**config.mk**
```make
export PLATFORM = sky130hd
export DESIGN_NAME = bbw_queue
export DESIGN_NICKNAME = d
export VERILOG_FILES = /design/src/design/bbw_pkg.sv /design/src/design/bbw_queue.sv
export SDC_FILE = /design/constraint.sdc
export NUM_CORES = 1
export LEC_CHECK = 0
export BUFFER_PORTS_ARGS = -buffer_cell sky130_fd_sc_hd__buf_4
export CORE_ASPECT_RATIO = 0.6
export CORE_MARGIN = 2
export CORE_UTILIZATION = 40
export CTS_CLUSTER_DIAMETER = 60
export DETAILED_ROUTE_END_ITERATION = 16
export HOLD_SLACK_MARGIN = 0.1
export PLACE_DENSITY_LB_ADDON = 0.08
export SYNTH_ARGS = -nofsm -noshare
export SYNTH_HDL_FRONTEND = slang
export SYNTH_SLANG_ARGS = --single-unit
```
**constraint.sdc**
```tcl
create_clock -name clk -period 10.2 [get_ports clk]
set_clock_uncertainty 0.1 [all_clocks]
set_input_delay 3.06 -clock clk [delete_from_list [all_inputs] [get_ports clk]]
set_output_delay 3.06 -clock clk [all_outputs]
set_load 0.005 [all_outputs]
```
**src/design/bbw_pkg.sv**
```systemverilog
// Package for the box blur window average block.
// Holds the request and result payload types, the queue entry type and fixed widths.
// No dependencies.
package bbw_pkg;

  localparam int PIXEL_W  = 16;
  localparam int AVG_W    = 16;
  localparam int CENTRE_W = 12;
  localparam int CFG_W    = 13;
  localparam int COUNT_W  = 13;
  localparam int SLOT_W   = 5;

  localparam logic [CFG_W-1:0] CFG_WIDTH_RESET = 13'd4096;

  typedef struct packed {
    logic [PIXEL_W-1:0] pixel;
    logic               frame_start;
  } bbw_in_t;

  typedef struct packed {
    logic [AVG_W-1:0]    average;
    logic [CENTRE_W-1:0] centre_row;
    logic [CENTRE_W-1:0] centre_col;
  } bbw_out_t;

  typedef struct packed {
    logic                emit;
    logic                first_col;
    logic                full_col;
    logic [CENTRE_W-1:0] centre_row;
    logic [CENTRE_W-1:0] centre_col;
  } bbw_ctrl_t;

  typedef struct packed {
    logic [PIXEL_W-1:0] pixel;
    logic [COUNT_W-1:0] col;
    logic [SLOT_W-1:0]  slot;
    bbw_ctrl_t          ctrl;
  } bbw_item_t;

endpackage

```
**src/design/bbw_queue.sv**
```systemverilog
// Short FIFO of classified requests between the front and back parts.
// Depends on bbw_pkg for the entry type.
module bbw_queue #(
  parameter int DEPTH = 4
) (
  input  logic                clk,
  input  logic                rst_n,
  input  logic                push,
  input  bbw_pkg::bbw_item_t  push_item,
  output logic                full,
  input  logic                pop,
  output bbw_pkg::bbw_item_t  pop_item,
  output logic                empty
);
  import bbw_pkg::*;

  localparam int AW = $clog2(DEPTH);

  bbw_item_t    entry_r [DEPTH];
  logic [AW:0]  wr_ptr_r, wr_ptr_nxt;
  logic [AW:0]  rd_ptr_r, rd_ptr_nxt;

  assign empty    = (wr_ptr_r == rd_ptr_r);
  assign full     = (wr_ptr_r[AW] != rd_ptr_r[AW]) && (wr_ptr_r[AW-1:0] == rd_ptr_r[AW-1:0]);
  assign pop_item = entry_r[rd_ptr_r[AW-1:0]];

  assign wr_ptr_nxt = wr_ptr_r + (AW+1)'(1);
  assign rd_ptr_nxt = rd_ptr_r + (AW+1)'(1);

  always_ff @(posedge clk) begin
    if (!rst_n) begin
      wr_ptr_r <= '0;
      rd_ptr_r <= '0;
    end else begin
      if (push && !full) begin
        wr_ptr_r <= wr_ptr_nxt;
      end
      if (pop && !empty) begin
        rd_ptr_r <= rd_ptr_nxt;
      end
    end
  end

  always_ff @(posedge clk) begin
    if (push && !full) begin
      entry_r[wr_ptr_r[AW-1:0]] <= push_item;
    end
  end

endmodule

```
* Word level (Yosys, flattened, before mapping)
Memories as Yosys holds them, arrays and structs flattened. A register that Yosys moved wholly into a read port is not among the register bits.
Cells that the tools add are included.
** Operators by class
- Mux-type cells :: 4
- $add $sub $neg :: 2
- Reduce and logical (&&, ||, !) cells :: 5
- Equality and inequality tests :: 3
** Operators with widths (count)
- adder 3 x 1 -> 3 bit, second input constant :: 2
- two-way mux 2 bit :: 2
- equality test 3 bit :: 1
- logical AND 1 bit :: 3
- equality test 2 bit :: 1
- zero test 1 bit :: 2
- two-way mux 1 bit :: 2
- != test 1 bit :: 1
** Storage, ports and cells
- Register bits after elaboration :: 6
- Memory bits (writable) :: 244
- Memories kept :: 1
- Input port bits :: 65
** Memory list
- entry_r :: depth 4, width 61, read ports 1, clocked after memory_dff 1, write ports 1, line bbw_queue.sv:19 : bbw_item_t entry_r [DEPTH];

* Depth between registers and ports, before layout
Gate-level depths: netlist (run 1).
- Depth in word-level cells :: 6
- Mapped depth :: 5
- Gate-level depth less buffers :: 4

* Worst setup path before layout (run 1)
No wires, ideal clock.
- Path kind :: input -> register
- Start point :: input push
- End point :: memory entry_r[3][0] in the netlist's numbering (enable)
- Arrival :: 5.693 ns
- Buffers on the path :: 0
- Setup time :: 0.480 ns
- Slack :: 3.927 ns
- Stages on the path :: 2
- Cells stage by stage :: nand2_1 -> nor2_1
** Between the ends
- Cells in the longest elaborated chain, start to end :: 3
** RTL lines
- from (decl) :: line bbw_queue.sv:8 : input logic push,
- logical AND 1 bit :: line bbw_queue.sv:45 : if (push && !full) begin
- two-way mux 1 bit :: line bbw_queue.sv:45
- two-way mux 1 bit (implied by the code) :: line bbw_queue.sv:46 : entry_r[wr_ptr_r[AW-1:0]] <= push_item;
- to (decl) :: line bbw_queue.sv:19
Every way passes these cells.

==> out/qor.csv, run 1 <==
stage,metric,value,unit
pwr,p_sw_share,25.7,%
logic_synthesis,syn_avg_cell_area,24.1,um^2
setup_path,cp.required,7040,ps
final_layout,fin_nets,596,
clock_network,cts_tree,built,
clock_network,insertion_delay,500,ps
setup_path,cpMostUsedCell,buf_4,
sta,finalCritPeriodShare,57.6,%
placed_design,place_area,10600,um^2
final_layout,final_layout_size_suffix_gt1_share,42.5,%
logic_synthesis,synth_top_area_share,78.5,%
logic_synthesis,synth_most_common_cell,edfxtp_1,
pwr,power_frac_comb,22.4,%
sta,period_needed,5880,ps
setup_path,rr_worst_depth,4,
setup_path,cp-endpoint,pop_item[8],
final_layout,syn_to_final_growth,21.9,%
clock_network,cts_hold_buf,0,
clock_network,post_cts_buffers,0,
routing,drtIter0Drc,269,
sta,max_clock_freq,170,MHz
routing,drtPass1Iterations,4,
logic_synthesis,synth_area,9340,um^2
global_routing,grt_pass1_vias,4639,
logic_synthesis,yosysUniqueCellTypes,28,
sta,finalHoldViolCount,0,
logic_synthesis,yosys.area.top_type,edfxtp_1,
routing,drtAntennaViolNets,0,
clock_network,cts_max_level,1,
logic_synthesis,synth-seq-cells,252,
setup_path,crit_fanout,45,
clock_network,cts.path.max_buffers,3,
setup_path,worst_path_largest_cell_delay,810,ps
setup_path,crit_buf_inv,2,
logic_synthesis,synth_flop_cell,edfxtp_1,
final_layout,final_area,11400,um^2
logic_synthesis,postSynthCellCount,387,
pwr,peakVddDrop,0.000118,V
floorplanning,die_area,24600,um^2
final_layout,seqCellArea,7490,um^2
setup_path,startpoint_type,register,
clock_network,root_buffer,clkbuf_16,
routing,wl_per_cell,20.6,um
sta,final.setup.tns,0,ps
clock_network,ctsResizeCount,0,
placed_design,port_buffers,127,
placed_design,dp_hpwl,9.75,mm
routing,dr_total_vias,4326,
sta,worst_pin_slew,1010,ps
sta,setup_viol,0,
logic_synthesis,yosysWarningCount,0,
final_layout,layoutNonFillerInstCount,859,
setup_path,cp-end-kind,output pin,
routing,via_per_inst,5.04,
worst_hold_path,hold_class,reg -> reg,
clock_network,clk_pin_slew,60,ps
placed_design,gp_congestion,0.803,
floorplanning,start_util,40.5,%
setup_path,crit_slowest_cell,buf_4,
floorplanning,ios,128,
logic_synthesis,synth_area_leaders,"edfxtp_1 78%, mux4_2 15%, dfxtp_1 1.7%",
routing,drc,0,
floorplanning,dieWidth,201,um
sta,rsz0062_at_grt,no,
final_layout,antenna_cells,0,
clock_network,cts_buffers,24,
setup_path,arrival,2720,ps
final_layout,multiInputGateArea,1770,um^2
setup_path,rrSetupSlack,7600,ps
setup_path,cp.depth,3,
placed_design,placed_cells,815,
pwr,p_total,2.87,mW
global_routing,grt_max_degree,62,
sta,slew_violations,0,
sta,slew-limit-headroom,32.9,%
global_routing,grtUsageTotal,14.4,%
final_layout,finish.utilization,49.4,%
final_layout,fillers,1918,
floorplanning,core,23000,um^2
floorplanning,core.rowCount,43,
status,outcome,"finished, final reports clean",
setup_path,r2r-start,wr_ptr_r[0]$_SDFFE_PN0P_,
global_routing,antenna_found_initial,0,
logic_synthesis,seq_area_frac_synth,80.2,%
logic_synthesis,synth_edf_count,244,
pwr,p_leak,3.78,nW
pwr,powerDensity,252,nW/um^2
floorplanning,fp.dieH,122,um
routing,wirelength,17.7,mm
pwr,internal-power,2.13,mW
pwr,seqPwrFrac,48.6,%
logic_synthesis,synth-async-reset-ratio,0,%
setup_path,path_delay_family,buffers and inverters,
setup_path,crit_type,reg -> out,
setup_path,r2r-end,entry_r[3][22]$_DFFE_PP_,
logic_synthesis,synth_common_cells,"244 x edfxtp_1, 61 x mux4_2, 8 x dfxtp_1, 7 x buf_2, 7 x clkbuf_1",
global_routing,overflow,0,
pwr,clockPowerShare,29.0,%
run,drv_cap,0,
pwr,netSwitchingPower,0.737,mW
global_routing,grt_first_pass_wirelength,26.8,mm
clock_network,clock_sinks,252,
logic_synthesis,syn_nets,457,
setup_path,crit_chain,"buf_4, mux4_2, buf_4",
==> worst reg2reg max path, stage by stage (launching register included) <==
cell     delay (ps)
dfxtp_1         500
xor2_1          470
nor3_1          200
nor2_4          130
buf_4           710
==> through the flow <==
stage | hold WS [ps] | worst slack, ps
floorplan | 401 | 3930
global placement | 436 | 4740
detailed placement | 456 | 4730
CTS | 466 | 4180
global route | 497 | 4070
finish | 454 | 4320
==> worst min-delay path by stage <==
| stage | from | end | slack, ps | depth (start not counted) |
|---|---|---|---|---|
| floorplan | wr_ptr_r[2]$_SDFFE_PN0P_ | wr_ptr_r[2]$_SDFFE_PN0P_ | 400 | 2 |
| global placement | wr_ptr_r[2]$_SDFFE_PN0P_ | wr_ptr_r[2]$_SDFFE_PN0P_ | 440 | 2 |
| detailed placement | wr_ptr_r[2]$_SDFFE_PN0P_ | wr_ptr_r[2]$_SDFFE_PN0P_ | 460 | 2 |
| CTS | wr_ptr_r[2]$_SDFFE_PN0P_ | wr_ptr_r[2]$_SDFFE_PN0P_ | 470 | 2 |
| finish | wr_ptr_r[2]$_SDFFE_PN0P_ | wr_ptr_r[2]$_SDFFE_PN0P_ | 450 | 2 |
| global route | wr_ptr_r[2]$_SDFFE_PN0P_ | wr_ptr_r[2]$_SDFFE_PN0P_ | 500 | 2 |
==> power groups by stage <==
stage	combinational [mW]	sequential (mW)	clock (mW)
finish	0.643	1.39	0.832
global route	0.698	1.41	0.905
CTS	0.662	1.40	0.862
detailed placement	0.659	1.42	0
global placement	0.658	1.41	0
floorplan	0.379	1.37	0
==> sequential cells by signal, indices dropped and copies added (netlist names), named ones only <==
signal / flops
entry_r: 244
wr_ptr_r: 3
rd_ptr_r: 3
==> logic make-up (layout without fill, tap and decap cells) <==
kind of cell | after synthesis | count (layout) | share of synthesized area, %
AO/OA/AOI/OAI | 18 | 18 | 1.35
buffers and inverters | 21 | 178 | 1.06
adder cells (fa/ha/maj) | 5 | 5 | 0.670
multiplexers | 61 | 61 | 14.7
AND/OR/NAND/NOR | 24 | 24 | 1.45
flip-flops | 252 | 252 | 80.2
XOR/XNOR | 6 | 6 | 0.563
==> layout by cell type (no fill, tap or decap), drive strengths merged, types with 3 or more instances in the layout <==
cell	instances
xnor2	3
buf	129
nor3	4
and2	4
xor2	3
nand3b	4
dfxtp	8
nand3	3
clkinvlp	3
o21ai	4
clkinv	12
inv	5
edfxtp	244
nand2	3
a211o	4
mux4	61
ha	5
clkbuf	28
==> final cells by class <==
| class | instances | area share (%) |
|---|---|---|
| inverters | 5 | 0.165 |
| clock inverters | 16 | 0.923 |
| multi-input cells | 114 | 15.5 |
| clock buffers | 28 | 5.59 |
| flip-flops and latches | 252 | 65.8 |
| well taps | 315 | 3.46 |
| repair buffers | 129 | 8.51 |
==> routing by layer <==
layer	track usage, %	part of all wire [%]	routed length (um)	up-vias
li1	-	-	-	1937
met1	19.4	43	7640	2236
met2	23.6	47	8350	130
met3	4.33	7.8	1390	23
met4	3.40	1.6	287	0
met5	0	0	0	-
Note: power is estimated with default switching activity, not from simulation.
==> run 2: changes to the inputs <==
clock period = 6 ns   (was 10.2 ns; I/O delays follow)
==> out/qor.csv, run 2 (synthesized netlist as in run 1, its figures left out) <==
stage,metric,value,unit
sta,slew-limit-headroom,33.1,%
clock_network,clk_pin_slew,60,ps
global_routing,antenna_found_initial,0,
setup_path,cp.required,4100,ps
routing,drtIter0Drc,268,
placed_design,port_buffers,127,
final_layout,largest_register_ffs,244,
final_layout,layout_commonest_cell,edfxtp_1,
routing,dr_total_vias,4382,
floorplanning,start_util,40.5,%
final_layout,fillers,1893,
sta,max_clock_freq,232,MHz
setup_path,crit_fanout,24,
floorplanning,ios,128,
final_layout,syn_to_final_growth,22.2,%
sta,setup_viol,0,
setup_path,crit_slowest_cell,dfxtp_4,
global_routing,grt_pass1_vias,4511,
pwr,p_leak,3.81,nW
sta,slew_violations,0,
routing,drtPass1Iterations,5,
setup_path,worst_path_largest_cell_delay,600,ps
routing,drtAntennaViolNets,0,
routing,drc,0,
placed_design,dp_hpwl,10.2,mm
sta,finalHoldViolCount,0,
floorplanning,core.rowCount,43,
global_routing,grt_first_pass_wirelength,27.0,mm
sta,period_needed,4320,ps
setup_path,startpoint_type,register,
clock_network,ctsResizeCount,0,
clock_network,cts_hold_buf,0,
sta,final.setup.tns,0,ps
final_layout,layout_common_cells,"244 x edfxtp_1, 131 x buf_4, 61 x mux4_2, 25 x clkbuf_16",
final_layout,finish.utilization,49.6,%
pwr,peakVddDrop,0.000228,V
floorplanning,die_area,24600,um^2
global_routing,grt_max_degree,62,
global_routing,overflow,0,
placed_design,gp_congestion,0.816,
floorplanning,core,23000,um^2
run,drv_cap,0,
clock_network,root_buffer,clkbuf_16,
setup_path,crit_chain,"buf_4, mux4_2, buf_4",
floorplanning,fp.dieH,122,um
sta,finalCritPeriodShare,72.0,%
routing,wl_per_cell,21.1,um
clock_network,insertion_delay,510,ps
clock_network,cts.path.max_buffers,3,
setup_path,crit_type,reg -> out,
clock_network,cts_buffers,24,
setup_path,cp-end-kind,output pin,
clock_network,clock_sinks,252,
final_layout,antenna_cells,0,
pwr,powerDensity,432,nW/um^2
sta,rsz0062_at_grt,no,
clock_network,cts_max_level,1,
sta,worst_pin_slew,1000,ps
routing,via_per_inst,5.09,
routing,wirelength,18.2,mm
setup_path,cpMostUsedCell,buf_4,
clock_network,cts_tree,built,
setup_path,arrival,2420,ps
global_routing,grtUsageTotal,14.7,%
final_layout,fin_nets,598,
status,outcome,"finished, final reports clean",
floorplanning,dieWidth,201,um
clock_network,post_cts_buffers,0,
worst_hold_path,hold_class,reg -> reg,
final_layout,final_layout_size_suffix_gt1_share,42.3,%
==> run 2: changes by cell type in the layout (fill, tap and decap cells not counted) <==
cell / previous run / this run
buf_4: 129 / 131
clkinvlp_4: 3 / 0
bufinv_16: 1 / 2
clkbuf_1: 3 / 5
==> run 2: metrics by stage <==
stage               cells  total power [mW]  hold WS, ps  setup slack [ps]  cell area, um^2
CTS                   861              5.02          461              1560            11400
detailed placement    817              3.55          451              2130            10700
floorplan             387              2.97          401               987             9340
global placement      817              3.53          433              2140            10700
finish                861              4.94          465              1680            11400
global route          861              5.17          517              1480            11400
==> run 2: per-layer routing <==
metal | share of wire [%] | routed length [um] | global-route usage, % | vias to the layer above
li1 | - | - | - | 1930
met1 | 47 | 8470 | 20.5 | 2322
met2 | 45 | 8230 | 22.9 | 103
met3 | 6.2 | 1130 | 4.51 | 27
met4 | 2.0 | 361 | 3.77 | 0
met5 | 0 | 0 | 0 | -
==> run 2: worst paths after layout <==
kind / cells after the start / to / from / slack, ps
max: 3 / pop_item[18] / register / 1680
min: 2 / wr_ptr_r[2]$_SDFFE_PN0P_ / wr_ptr_r[2]$_SDFFE_PN0P_ / 460
max reg2reg: 3 / entry_r[0][11]$_DFFE_PP_ / wr_ptr_r[1]$_SDFFE_PN0P_ / 3440
min reg2reg: 2 / wr_ptr_r[2]$_SDFFE_PN0P_ / wr_ptr_r[2]$_SDFFE_PN0P_ / 460
==> run 2: cell type report <==
| class | count | area (um^2) | share of cell area [%] |
|---|---|---|---|
| Sequential cell | 252 | 7490 | 65.7 |
| Tap cell | 315 | 394 | 3.45 |
| Multi-Input combinational cell | 114 | 1770 | 15.5 |
| Inverter | 5 | 18.8 | 0.164 |
| Timing Repair Buffer | 131 | 983 | 8.62 |
| Clock buffer | 30 | 644 | 5.65 |
| Clock inverter | 14 | 113 | 0.987 |
==> run 2: worst max-delay path: cells and delay by family (launching register included) <==
kind     cells  cell delay (ps)
mux          1              590
buf+inv      2              700
flops        1              600
==> run 2: power breakdown <==
part	leakage, nW	internal (mW)	switching, mW
Sequential	2.31	2.24	0.134
Clock	0.375	0.845	0.617
Combinational	1.13	0.586	0.514
