## src/design/bbw_pkg.sv

```systemverilog
// Package for the box blur window average block.
// Holds the request and result payload types, the queue entry type and fixed widths.
// No dependencies.
package bbw_pkg;

  localparam int PIXEL_W  = 16;
  localparam int AVG_W    = 16;
  localparam int CENTRE_W = 12;
  localparam int CFG_W    = 13;
  localparam int COUNT_W  = 13;
  localparam int SLOT_W   = 5;

  localparam logic [CFG_W-1:0] CFG_WIDTH_RESET = 13'd4096;

  typedef struct packed {
    logic [PIXEL_W-1:0] pixel;
    logic               frame_start;
  } bbw_in_t;

  typedef struct packed {
    logic [AVG_W-1:0]    average;
    logic [CENTRE_W-1:0] centre_row;
    logic [CENTRE_W-1:0] centre_col;
  } bbw_out_t;

  typedef struct packed {
    logic                emit;
    logic                first_col;
    logic                full_col;
    logic [CENTRE_W-1:0] centre_row;
    logic [CENTRE_W-1:0] centre_col;
  } bbw_ctrl_t;

  typedef struct packed {
    logic [PIXEL_W-1:0] pixel;
    logic [COUNT_W-1:0] col;
    logic [SLOT_W-1:0]  slot;
    bbw_ctrl_t          ctrl;
  } bbw_item_t;

endpackage

```

## src/design/bbw_front.sv

```systemverilog
// Front part: accepts pixel requests, tracks row, column and row store slot,
// and classifies each request for the back part. Holds the image width register.
// Depends on bbw_pkg.
module bbw_front #(
  parameter int MAX_WIDTH = 4096,
  parameter int WINDOW    = 15
) (
  input  logic                        clk,
  input  logic                        rst_n,
  input  logic                        cfg_we,
  input  logic [bbw_pkg::CFG_W-1:0]   cfg_wdata,
  input  logic                        in_valid,
  output logic                        in_ready,
  input  bbw_pkg::bbw_in_t            in_data,
  output logic                        q_push,
  output bbw_pkg::bbw_item_t          q_item,
  input  logic                        q_full
);
  import bbw_pkg::*;

  localparam int CW   = $clog2(MAX_WIDTH);
  localparam int WW   = $clog2(MAX_WIDTH + 1);
  localparam int HALF = WINDOW / 2;

  logic [CFG_W-1:0]   width_r;
  logic [CW-1:0]      col_r, col_nxt, col_base;
  logic [COUNT_W-1:0] row_r, row_nxt, row_base, row_inc;
  logic [SLOT_W-1:0]  slot_r, slot_nxt, slot_base;
  logic [WW-1:0]      width_eff, col_inc;
  logic               accept, row_end;

  assign in_ready = !q_full;
  assign accept   = in_valid && in_ready;
  assign q_push   = accept;

  assign col_base  = in_data.frame_start ? '0 : col_r;
  assign row_base  = in_data.frame_start ? '0 : row_r;
  assign slot_base = in_data.frame_start ? '0 : slot_r;

  always_comb begin
    if (width_r == '0) begin
      width_eff = WW'(1);
    end else if ((CFG_W+1)'(width_r) > (CFG_W+1)'(MAX_WIDTH)) begin
      width_eff = WW'(MAX_WIDTH);
    end else begin
      width_eff = WW'(width_r);
    end
  end

  assign col_inc = WW'(col_base) + WW'(1);
  assign row_end = (col_inc >= width_eff);
  assign row_inc = row_base + COUNT_W'(1);

  always_comb begin
    col_nxt  = CW'(col_inc);
    row_nxt  = row_base;
    slot_nxt = slot_base;
    if (row_end) begin
      col_nxt = '0;
      row_nxt = row_inc;
      if (row_inc == '0 || slot_base == SLOT_W'(WINDOW - 2)) begin
        slot_nxt = '0;
      end else begin
        slot_nxt = slot_base + SLOT_W'(1);
      end
    end
  end

  always_comb begin
    q_item.pixel           = in_data.pixel;
    q_item.col             = COUNT_W'(col_base);
    q_item.slot            = slot_base;
    q_item.ctrl.emit       = (row_base >= COUNT_W'(WINDOW - 1)) &&
                             (COUNT_W'(col_base) >= COUNT_W'(WINDOW - 1));
    q_item.ctrl.first_col  = (col_base == '0);
    q_item.ctrl.full_col   = (COUNT_W'(col_base) >= COUNT_W'(WINDOW));
    q_item.ctrl.centre_row = CENTRE_W'(row_base - COUNT_W'(HALF));
    q_item.ctrl.centre_col = CENTRE_W'(COUNT_W'(col_base) - COUNT_W'(HALF));
  end

  always_ff @(posedge clk) begin
    if (!rst_n) begin
      width_r <= CFG_WIDTH_RESET;
      col_r   <= '0;
      row_r   <= '0;
      slot_r  <= '0;
    end else begin
      if (cfg_we) begin
        width_r <= cfg_wdata;
      end
      if (accept) begin
        col_r  <= col_nxt;
        row_r  <= row_nxt;
        slot_r <= slot_nxt;
      end
    end
  end

endmodule

```

## config.mk

```make
export PLATFORM = sky130hd
export DESIGN_NAME = bbw_front
export DESIGN_NICKNAME = d
export VERILOG_FILES = /design/src/design/bbw_pkg.sv /design/src/design/bbw_front.sv
export SDC_FILE = /design/constraint.sdc
export NUM_CORES = 1
export LEC_CHECK = 0
export ABC_AREA = 1
export BUFFER_PORTS_ARGS = -buffer_cell sky130_fd_sc_hd__buf_2
export CORE_MARGIN = 5
export CORE_UTILIZATION = 27
export CTS_BUF_LIST = sky130_fd_sc_hd__clkbuf_4
export CTS_CLUSTER_DIAMETER = 40
export DETAILED_ROUTE_END_ITERATION = 8
export PLACE_DENSITY = 0.49
export SLEW_MARGIN = 40
export SYNTH_ARGS = -nofsm -noshare
export SYNTH_HDL_FRONTEND = slang
export SYNTH_SLANG_ARGS = --single-unit
```

## constraint.sdc

```tcl
create_clock -name clk -period 3.9 [get_ports clk]
set_clock_uncertainty 0.15 [all_clocks]
set_input_delay 0.195 -clock clk [delete_from_list [all_inputs] [get_ports clk]]
set_output_delay 0.195 -clock clk [all_outputs]
set_load 0.005 [all_outputs]
```

# Word level (Yosys, flattened, before mapping)
# Index checks and enable logic that the tools add are counted.
# totals
register_bits	43
in_bits	35
out_inout_bits	63
wordCells	31
# op_classes
addsub	5
n_lt_le_gt_ge	5
eq_ne	1
mux	9
reduce_logical	7
# op_table
op	n
2-to-1 mux 13 bit	4
logical NOT 13 bit	2
>= comparator 12 x 4 -> 1 bit, second input constant	2
2-to-1 mux 12 bit	2
subtractor 12 x 3 -> 12 bit, second input constant	2
2-to-1 mux 5 bit	3
adder 12 x 1 -> 13 bit, second input constant	1
adder 13 x 1 -> 13 bit, second input constant	1
>= comparator 13 bit	1
>= comparator 13 x 4 -> 1 bit, second input constant	1
greater-than comparator 13 bit, second input constant	1
logical NOT 12 bit	1
adder 5 x 1 -> 5 bit, second input constant	1
== test 5 x 4 -> 1 bit, second input constant	1
logical AND 1 bit	2
logical NOT 1 bit	1
logical OR 1 bit	1

# Logic depth before layout (Yosys ltp)
# Gate-level depths: netlist of the first run.
# depth
ltp_word	6
depth_mapped	24
depth_no_buf	22

# Worst setup path after synthesis of the first run
# No wires, ideal clock.
# synth_timing
path_type	input -> register
from	input port in_data[0] (netlist name)
to	register col_r[10]
setup_time_ns	0.070
arrival_ns	3.303
t_required_ns	3.680
slack_ns	0.377
cell_stages	19
cell_sequence	buf_6 -> clkbuf_1 -> nor2_1 -> ha_1 -> nand2_1 -> nor2_1 -> nand3_1 -> nor2_1 -> nand4_1 -> xor2_1 -> ha_1 -> a21oi_1 -> o21ai_0 -> a21oi_1 -> nand3_1 -> nor2_2 -> buf_2 -> nand2_1 -> a21oi_1
# synth_rtl
item	line_no	text
start, declared	bbw_front.sv:14	input bbw_pkg::bbw_in_t in_data,
end signal, assigned	bbw_front.sv:92	col_r <= col_nxt;
end, declared	bbw_front.sv:26	logic [CW-1:0] col_r, col_nxt, col_base;

# Final worst setup path of the first run
# layout_timing
from	register col_r[1]
to	register row_r[3]
# layout_between
elab_chain_cells	4
# layout_rtl
item	line_no	text
2-to-1 mux 12 bit	bbw_front.sv:36	assign col_base = in_data.frame_start ? '0 : col_r;
adder 12 x 1 -> 13 bit	bbw_front.sv:50	assign col_inc = WW'(col_base) + WW'(1);
>= comparator 13 bit	bbw_front.sv:51	assign row_end = (col_inc >= width_eff);
2-to-1 mux 13 bit	bbw_front.sv:58	if (row_end) begin
end signal, assigned	bbw_front.sv:93	row_r <= row_nxt;
end, declared	bbw_front.sv:27	logic [COUNT_W-1:0] row_r, row_nxt, row_base, row_inc;
# No other way between the ends.
# A chain may end at the register's enable or synchronous reset.

==> results of run 1 <==
power groups by stage:
stage | clock (mW) | sequential [mW] | combinational, mW
final | 0.285 | 0.464 | 0.159
after global placement | 0 | 0.474 | 0.148
after floorplan | 0 | 0.471 | 0.113
after global routing | 0.318 | 0.467 | 0.182
after detailed placement | 0 | 0.474 | 0.150
after CTS | 0.296 | 0.464 | 0.160
placed cells by master (no fill, tap or decap), types with 2 or more instances in the layout:
cell	count
nand2_1	123
nor2_1	80
buf_2	64
inv_1	60
dfxtp_1	43
a21oi_1	36
nand3_1	29
o21ai_0	28
xor2_1	23
ha_1	21
nand4_1	13
dlygate4sd3_1	13
a31oi_1	7
nor3_1	7
clkbuf_4	6
a22oi_1	5
buf_4	5
nor4_1	4
nor2_2	3
nand2_2	2
nor3_4	2
nand3_2	2
o211ai_1	2
critical path, cell delays in order, from the launching register on:
cell and delay [ns]:
dfxtp_1 0.36, inv_1 0.08, nor2_1 0.16, ha_1 0.21, nand2_1 0.11, nor2_2 0.18, nand3_1 0.13, nor2_1 0.16
nand4_1 0.17, xor2_2 0.21, ha_1 0.32, a21oi_1 0.16, o21ai_0 0.11, a21oi_1 0.16, nand3_2 0.16, nor2_2 0.13
buf_4 0.25, nand2_1 0.09, a31oi_1 0.17
layout make-up:
type / count / area (um^2)
Clock buffer: 6 / 45.0
Tap cell: 172 / 215
Sequential cell: 43 / 861
Inverter: 63 / 239
Fill cell: 1423 / 8500
Timing Repair Buffer: 83 / 499
Clock inverter: 1 / 30.0
Multi-Input combinational cell: 401 / 2130
layer usage:
metal	vias to the layer above	GRT usage, %	routed length, um	part of all wire [%]
met5	-	0	0	0
met4	0	2.94	112	1.1
met3	11	2.63	466	4.6
met2	87	24.7	4960	49
met1	1628	17.2	4620	45
li1	1844	-	-	-
Yosys cell counts, types with 2 or more instances:
cell type / number
nor4_1: 4
nand3_1: 30
a22oi_1: 5
o211ai_1: 2
nor2_1: 81
ha_1: 21
nor3_1: 7
nand2_1: 123
nor2_2: 2
inv_1: 61
a21oi_1: 36
buf_2: 2
o21ai_0: 28
nand4_1: 13
dfxtp_1: 43
nand2_2: 2
a31oi_1: 7
buf_4: 17
nor3_4: 2
buf_6: 2
xor2_1: 24
clkbuf_1: 12
state kept, by name (all words and copies together), names as in the netlist:
signal and cells:
col_r 12, width_r 13, row_r 13, slot_r 5
path summary, 6_finish.rpt:
| kind | endpoint | cells after the start | start |
|---|---|---|---|
| max | row_r[3] | 18 | col_r[1] |
| min | width_r[12] | 2 | cfg_we |
| max reg2reg | row_r[3] | 18 | col_r[1] |
| min reg2reg | slot_r[2] | 2 | slot_r[2] |
logic make-up (layout without fill, tap and decap cells):
family | count (synthesis) | count (layout)
fa+ha+maj | 21 | 21
xor+xnor | 25 | 25
other cells | 1 | 1
flops | 43 | 43
simple gates | 274 | 274
compound gates | 80 | 80
buf+inv | 96 | 153
what timing repair did:
item | in CTS | in global routing
setup endpoints to repair | 0 | 24
gates resized for setup | 0 | 4
endpoints found under the hold margin | 13 | 0
hold buffers | 13 | 0
per-stage QoR:
step	utilization, %	setup WS (ns)	setup TNS (ns)	cells
floorplan	-	0.377	0	540
global placement	30.3	0.447	0	749
detailed placement	30.3	0.322	0	749
CTS	32.0	0.353	0	769
global route	32.1	-0.0168	-0.0184	769
finish	32.1	0.373	0	769
==> flow_metrics.tcl, run 1 <==
set metrics [dict create \
    outcome "finished clean" \
    grt_first_pass_wirelength_mm 16.8 \
    p_total_uw 908 \
    final_max_slew_viol_count 0 \
    p_sw_share_pct 27.9 \
    synth_top_area_cell "dfxtp_1" \
    p_seq_share_pct 51.1 \
    dp_hpwl_mm 7.94 \
    vias 3570 \
    ys_types 38 \
    required_ns 4.04 \
    synthArstFlopShare_pct 0 \
    die_x_um 123 \
    synth_mux_area_share_pct 0 \
    antenna_left 0 \
    ir_worst_vdd_mv 0.149 \
    postSynthNetCount 596 \
    synth_adder_area_share_pct 7.68 \
    clk_path_buf_depth 2 \
    setup_viol 0 \
    synth_top_area_share_pct 25.2 \
    ys_top_cells_by_area "dfxtp_1, nand2_1, nor2_1" \
    htreeDepth 2 \
    die_h_um 123 \
    drt_iter0_drc 226 \
    rrSetupSlack_ns 0.37 \
    area_growth_pct 17.5 \
    antenna-diode-count 0 \
    ys.flop_type "dfxtp_1" \
    io_buffer_count 64 \
    critPathKind "reg -> reg" \
    overflow 0 \
    rows 41 \
    grt_max_degree 30 \
    p_comb_share_pct 17.5 \
    wl_per_cell_um 13.2 \
    cts_tree "built" \
    synth_top_family_by_area "simple AND/OR/NAND/NOR gates" \
    core_um2 12500 \
    cts_sinks 43 \
    setup.worst_path.start_class "flip-flop" \
    first_pass_iters 4 \
    clock-root-buffer "clkbuf_4" \
    ys_ff_latch 43 \
    final_area_um2 4020 \
    fin_crit_ns 3.53 \
    hp-class "in -> reg" \
    grt_usage_pct 13.8 \
    cap_violations 0 \
    crit_path_max_fanout 17 \
    power_frac_clock_pct 31.3 \
    syn_area_per_cell_um2 6.34 \
    pin_count 98 \
    power_density_nw_per_um2 226 \
    p_int_uw 655 \
    post-route-period-util_pct 90.4 \
    hold_ws_ns 0.0540 \
    drc_errors 0 \
    synth-xor-area-share_pct 6.40 \
    gp_congestion 0.861 \
    die_area_um2 15000 \
    cts_setup_buffers 0 \
    yosysWarnings 0 \
    synth-simple-area-share_pct 35.1 \
    placed_area_um2 3800 \
    grt_pass1_vias 3500 \
    p_leak_nw 1.91 \
    synthCells 540 \
    postRouteWirelength_mm 10.2 \
    arrival_ns 3.67 \
    start_util_pct 27.3 \
    viasPerCell 4.64 \
    hold_violations 0 \
    worst_setup_path_end_kind "flip-flop" \
    final_nets 653 \
    clkTransAtPathRegs_ns 0.13 \
    max_slew.worst_pin.slew_ns 0.738 \
    fmax_mhz 284 \
    insertion_delay_ns 0.36 \
    antenna_found_initial 0 \
    synth_compound_area_share_pct 12.6 \
    synth_area_um2 3420 \
    synth_edf_count 0 \
    drive_gt1_share_pct 15.6 \
    slew_headroom_pct 50.7 \
    switchingPower_uw 253 \
    ys_seq_area_share_pct 25.2 \
    numCtsBuffers 5 \
]
No activity file was read; power rests on OpenSTA's default activity.
==> run 2, diff against run 1 <==
--- a/config.mk
+++ b/config.mk
@@ -7,12 +7,14 @@
 export LEC_CHECK = 0
 export ABC_AREA = 1
 export BUFFER_PORTS_ARGS = -buffer_cell sky130_fd_sc_hd__buf_2
+export CAP_MARGIN = 20
 export CORE_MARGIN = 5
 export CORE_UTILIZATION = 27
 export CTS_BUF_LIST = sky130_fd_sc_hd__clkbuf_4
 export CTS_CLUSTER_DIAMETER = 40
 export DETAILED_ROUTE_END_ITERATION = 8
 export PLACE_DENSITY = 0.49
+export RECOVER_POWER = 100
 export SLEW_MARGIN = 40
 export SYNTH_ARGS = -nofsm -noshare
 export SYNTH_HDL_FRONTEND = slang
==> constraint.sdc (replaced) <==
create_clock -name clk -period 3.9 [get_ports clk]
set_clock_uncertainty 0.15 [all_clocks]
set_input_delay 0.195 -clock clk [delete_from_list [all_inputs] [get_ports clk]]
set_output_delay 0.195 -clock clk [all_outputs]
set_load 0.02 [all_outputs]
==> flow_metrics.tcl, run 2 (synthesis results as in run 1) <==
set metrics [dict create \
    hold_ws_ns 0.0580 \
    power_density_nw_per_um2 232 \
    crit_path_max_fanout 17 \
    worst_setup_path_end_kind "flip-flop" \
    layout.cells.non_filler 769 \
    grt_pass1_vias 3500 \
    slew_headroom_pct 50.6 \
    regArea_um2 861 \
    hold_violations 0 \
    layout_common_cells "nand2_1, nor2_1, inv_1" \
    vias 3532 \
    p_seq_share_pct 50.6 \
    antenna_left 0 \
    setup_viol 0 \
    final_max_slew_viol_count 0 \
    max_slew.worst_pin.slew_ns 0.739 \
    postRouteWirelength_mm 10.2 \
    clk_path_buf_depth 2 \
    die_x_um 123 \
    grt_first_pass_wirelength_mm 16.8 \
    overflow 0 \
    core_um2 12500 \
    grt_max_degree 30 \
    p_comb_share_pct 18.5 \
    post-route-period-util_pct 90.4 \
    final_nets 653 \
    area_growth_pct 15.7 \
    antenna_found_initial 0 \
    timing.final.ws_setup_ns 0.374 \
    power_frac_clock_pct 30.9 \
    clkTransAtPathRegs_ns 0.13 \
    ir_worst_vdd_mv 0.148 \
    first_pass_iters 4 \
    die_h_um 123 \
    required_ns 4.04 \
    postLayoutCoreUtil_pct 31.6 \
    hp-class "in -> reg" \
    wl_per_cell_um 13.3 \
    place_ws_ns 0.322 \
    rows 41 \
    cap_violations 0 \
    setup.worst_path.start_class "flip-flop" \
    final_area_um2 3960 \
    drt_iter0_drc 259 \
    antenna-diode-count 0 \
    start_util_pct 27.3 \
    pin_count 98 \
    cts_setup_buffers 0 \
    dp_hpwl_mm 7.94 \
    drive_gt1_share_pct 8.04 \
    fin_crit_ns 3.53 \
    reg_top3 "row_r: 13 flops, width_r: 13 flops, col_r: 12 flops" \
    cts_tree "built" \
    io_buffer_count 64 \
    drc_errors 0 \
    p_sw_share_pct 28.9 \
    nFillCells 1442 \
    switchingPower_uw 265 \
    htreeDepth 2 \
    placed_area_um2 3800 \
    arrival_ns 3.66 \
    numCtsBuffers 5 \
    dpl.cell_count 749 \
    cts_sinks 43 \
    p_leak_nw 1.78 \
    critPathKind "reg -> reg" \
    insertion_delay_ns 0.35 \
    fmax_mhz 284 \
    gp_congestion 0.861 \
    grt_usage_pct 13.8 \
    p_int_uw 652 \
    clock-root-buffer "clkbuf_4" \
    outcome "finished clean" \
    die_area_um2 15000 \
    final_common_cell "nand2_1" \
    viasPerCell 4.59 \
    multi_input_area_um2 2130 \
]
-- run 2: cell types whose count changed in the layout (fill, tap and decap cells not counted), sizes merged --
| cell | delta |
|---|---|
| clkbuf | +44 |
| buf | -44 |
-- run 2: layout make-up --
type / count / share of cell area (%)
multi-input combinational: 401 / 53.7
timing repair buffer: 83 / 11.2
sequential: 43 / 21.7
tap: 172 / 5.43
clock buffer: 6 / 1.14
inverter: 63 / 6.03
clock inverter: 1 / 0.758
-- run 2: stage by stage --
stage	setup TNS, ns	total power, mW
after floorplan	0	0.608
after global placement	0	0.634
after detailed placement	0	0.637
after CTS	0	0.933
after global routing	-0.0269	0.977
final	0	0.917
-- run 2: worst max-delay path, stage by stage, from the launching register on --
cell and delay, ns:
dfxtp_1 0.36, inv_1 0.08, nor2_1 0.17, ha_1 0.21
nand2_1 0.11, nor2_2 0.18, nand3_1 0.13, nor2_1 0.16
nand4_1 0.17, xor2_2 0.21, ha_1 0.32, a21oi_1 0.16
o21ai_0 0.11, a21oi_1 0.16, nand3_2 0.16, nor2_2 0.13
buf_4 0.25, nand2_1 0.09, a31oi_1 0.17
-- run 2: power by group through the flow --
stage	clock network (mW)	logic, mW	registers [mW]
after floorplan	0	0.137	0.471
after global placement	0	0.161	0.474
after detailed placement	0	0.163	0.474
after CTS	0.296	0.173	0.464
after global routing	0.318	0.193	0.467
final	0.284	0.169	0.464
-- run 2: worst paths after layout --
| check | end | start | slack [ns] | cells past startpoint |
|---|---|---|---|---|
| max reg2reg | row_r[3] | col_r[1] | 0.37 | 18 |
| min | width_r[12] | cfg_we | 0.06 | 2 |
| min reg2reg | slot_r[2] | slot_r[2] | 0.32 | 2 |
| max | row_r[3] | col_r[1] | 0.37 | 18 |
-- run 2: what timing repair did --
item,CTS,global route
resized for setup,0,4
hold buffers,13,0
setup endpoints to repair,0,24
endpoints found under the hold margin,13,0
-- run 2: metal layers --
metal	track usage, %	share of wire [%]	wire length, um
met3	2.63	3.9	394
met4	2.94	1.1	108
met5	0	0	0
met2	24.7	49	5000
met1	17.2	46	4690
==> run 3, diff against run 2 <==
--- a/config.mk
+++ b/config.mk
@@ -5,15 +5,14 @@
 export SDC_FILE = /design/constraint.sdc
 export NUM_CORES = 1
 export LEC_CHECK = 0
-export ABC_AREA = 1
 export BUFFER_PORTS_ARGS = -buffer_cell sky130_fd_sc_hd__buf_2
 export CAP_MARGIN = 20
 export CORE_MARGIN = 5
-export CORE_UTILIZATION = 27
+export CORE_UTILIZATION = 55
 export CTS_BUF_LIST = sky130_fd_sc_hd__clkbuf_4
 export CTS_CLUSTER_DIAMETER = 40
 export DETAILED_ROUTE_END_ITERATION = 8
-export PLACE_DENSITY = 0.49
+export PLACE_DENSITY = 0.85
 export RECOVER_POWER = 100
 export SLEW_MARGIN = 40
 export SYNTH_ARGS = -nofsm -noshare
==> flow_metrics.tcl, run 3 <==
set metrics [dict create \
    clock-root-buffer "clkbuf_4" \
    worst_setup_path_end_kind "flip-flop" \
    grt_pass1_vias 3393 \
    start_util_pct 56.3 \
    ys.flop_type "dfxtp_1" \
    nFillCells 582 \
    fin_setup_tns_ns 0 \
    clkTransAtPathRegs_ns 0.15 \
    final_nets 578 \
    antenna_found_initial 0 \
    yosysWarnings 0 \
    antenna-diode-count 0 \
    setup_viol 0 \
    synth_top_area_cell "dfxtp_1" \
    slew_headroom_pct 49.2 \
    insertion_delay_ns 0.36 \
    synthArstFlopShare_pct 0 \
    grt_max_degree 41 \
    cts_setup_buffers 0 \
    vias 3684 \
    numCtsBuffers 5 \
    postSynthNetCount 535 \
    synth_top_area_share_pct 24.2 \
    viasPerCell 6.14 \
    outcome "finished clean" \
    critPathKind "reg -> reg" \
    ir_worst_vdd_mv 0.163 \
    synth_edf_count 0 \
    hp-class "in -> reg" \
    first_pass_iters 5 \
    area_growth_pct 10.7 \
    ys_top_cells_by_area "dfxtp_1, ha_1, nand2_1" \
    arrival_ns 3.88 \
    rsz0062_at_grt "false" \
    syn_area_per_cell_um2 7.42 \
    p_total_uw 824 \
    pin_count 98 \
    die_area_um2 8170 \
    ys_types 66 \
    fin_crit_ns 3.79 \
    synth_area_um2 3550 \
    synthTopCellsByCount "nand2_1, dfxtp_1, nand3_1, nor2_1, a21oi_1" \
    hold_violations 0 \
    final_common_cell "nand2_1" \
    cts_sinks 43 \
    cts_tree "built" \
    drc_errors 0 \
    yosysMostFrequentCell "nand2_1" \
    grt_usage_pct 22.5 \
    layout_common_cells "nand2_1, dfxtp_1, clkbuf_1" \
    antenna_left 0 \
    wl_per_cell_um 16.2 \
    fmax_mhz 264 \
    final_max_slew_viol_count 0 \
    p_leak_nw 1.50 \
    rows 29 \
    post-route-period-util_pct 97.1 \
    io_buffer_count 64 \
    drt_iter0_drc 304 \
    die_x_um 90.4 \
    postRouteWirelength_mm 9.74 \
    cap_violations 0 \
    crit_path_max_fanout 15 \
    core_um2 6310 \
    dp_hpwl_mm 6.97 \
    drive_gt1_share_pct 10.3 \
    gp_congestion 0.926 \
    max_slew.worst_pin.slew_ns 0.743 \
    ys_ff_latch 43 \
    clk_path_buf_depth 2 \
    htreeDepth 2 \
    multi_input_area_um2 2320 \
    required_ns 3.99 \
    setup.worst_path.start_class "flip-flop" \
    reg_top3 "row_r: 13 flops, width_r: 13 flops, col_r: 12 flops" \
    die_h_um 90.4 \
    ys_seq_area_share_pct 24.2 \
    grt_first_pass_wirelength_mm 15.9 \
    overflow 0 \
    regArea_um2 861 \
    power_density_nw_per_um2 210 \
    synthCells 479 \
]
[run 3: cell count changes after synthesis, sizes merged, moves of 8 or more]
cell / delta
mux2i: +14
inv: -39
nor2: -48
nor2b: +12
o21ai: -18
a21oi: -8
nand2: -64
xor2: -20
buf: +13
xnor2: +20
[run 3: final cells by class]
cell class,count,share of cell area [%]
Tap cell,77,2.45
Sequential cell,43,21.9
Inverter,24,2.29
Timing Repair Buffer,89,12.8
Clock buffer,5,0.955
Multi-Input combinational cell,359,59.0
Clock inverter,3,0.637
[run 3: where the power goes]
group	leakage (nW)	internal, mW	switching [mW]
sequential	0.349	0.449	0.00781
combinational	1.12	0.0484	0.0802
clock	0.0314	0.0726	0.166
total	1.50	0.570	0.254
[run 3: timing repair]
| item | 4_1_cts | 5_1_grt |
|---|---|---|
| endpoints found under the hold margin | 13 | 0 |
| hold buffers | 14 | 0 |
| endpoints found under the setup margin | 0 | 19 |
| resized for setup | 0 | 2 |
[run 3: kinds of logic after synthesis]
logic type / after synthesis / share of synthesized area [%]
compound gates: 92 / 18.0
xor+xnor: 25 / 6.16
fa+ha+maj: 21 / 7.40
buf+inv: 77 / 10.5
flops: 43 / 24.2
mux: 15 / 4.26
other cells: 1 / 0.106
simple gates: 205 / 29.3
[run 3: path summary, 6_finish.rpt]
kind / cells past startpoint / slack, ns / end / startpoint
min reg2reg: 2 / 0.34 / col_r[10] / col_r[10]
max reg2reg: 11 / 0.11 / row_r[6] / col_r[3]
min: 2 / 0.05 / slot_r[2] / rst_n
max: 11 / 0.11 / row_r[6] / col_r[3]
[run 3: stage by stage]
step                      area (um^2)  util [%]  worst slack, ns  cells  hold slack (ns)
after floorplan                  3560         -           0.0649    479            0.171
after global placement           3780      59.9            0.256    578            0.240
after detailed placement         3780      59.9            0.108    578            0.240
after CTS                        3990      63.1            0.131    600           0.0431
after global routing             3930      62.3           0.0383    600           0.0470
final                            3930      62.3            0.113    600           0.0525
[run 3: worst max-delay path, cell delays in order (launching register included)]
cell,delay [ns]
dfxtp_1,0.53
nand3_1,0.19
nor4_1,0.47
nand3_1,0.17
xnor2_1,0.18
ha_1,0.32
nand4_1,0.12
a2111oi_0,0.38
a2bb2oi_1,0.22
and2_2,0.34
o311ai_0,0.46
a31oi_1,0.15
[run 3: layer usage]
| layer | vias to the layer above | part of all wire, % | GRT usage [%] |
|---|---|---|---|
| met2 | 169 | 47 | 37.4 |
| met3 | 16 | 7.1 | 3.50 |
| met4 | 0 | 1.8 | 7.69 |
| met5 | - | 0 | 0 |
| met1 | 1727 | 44 | 29.6 |
| li1 | 1772 | - | - |
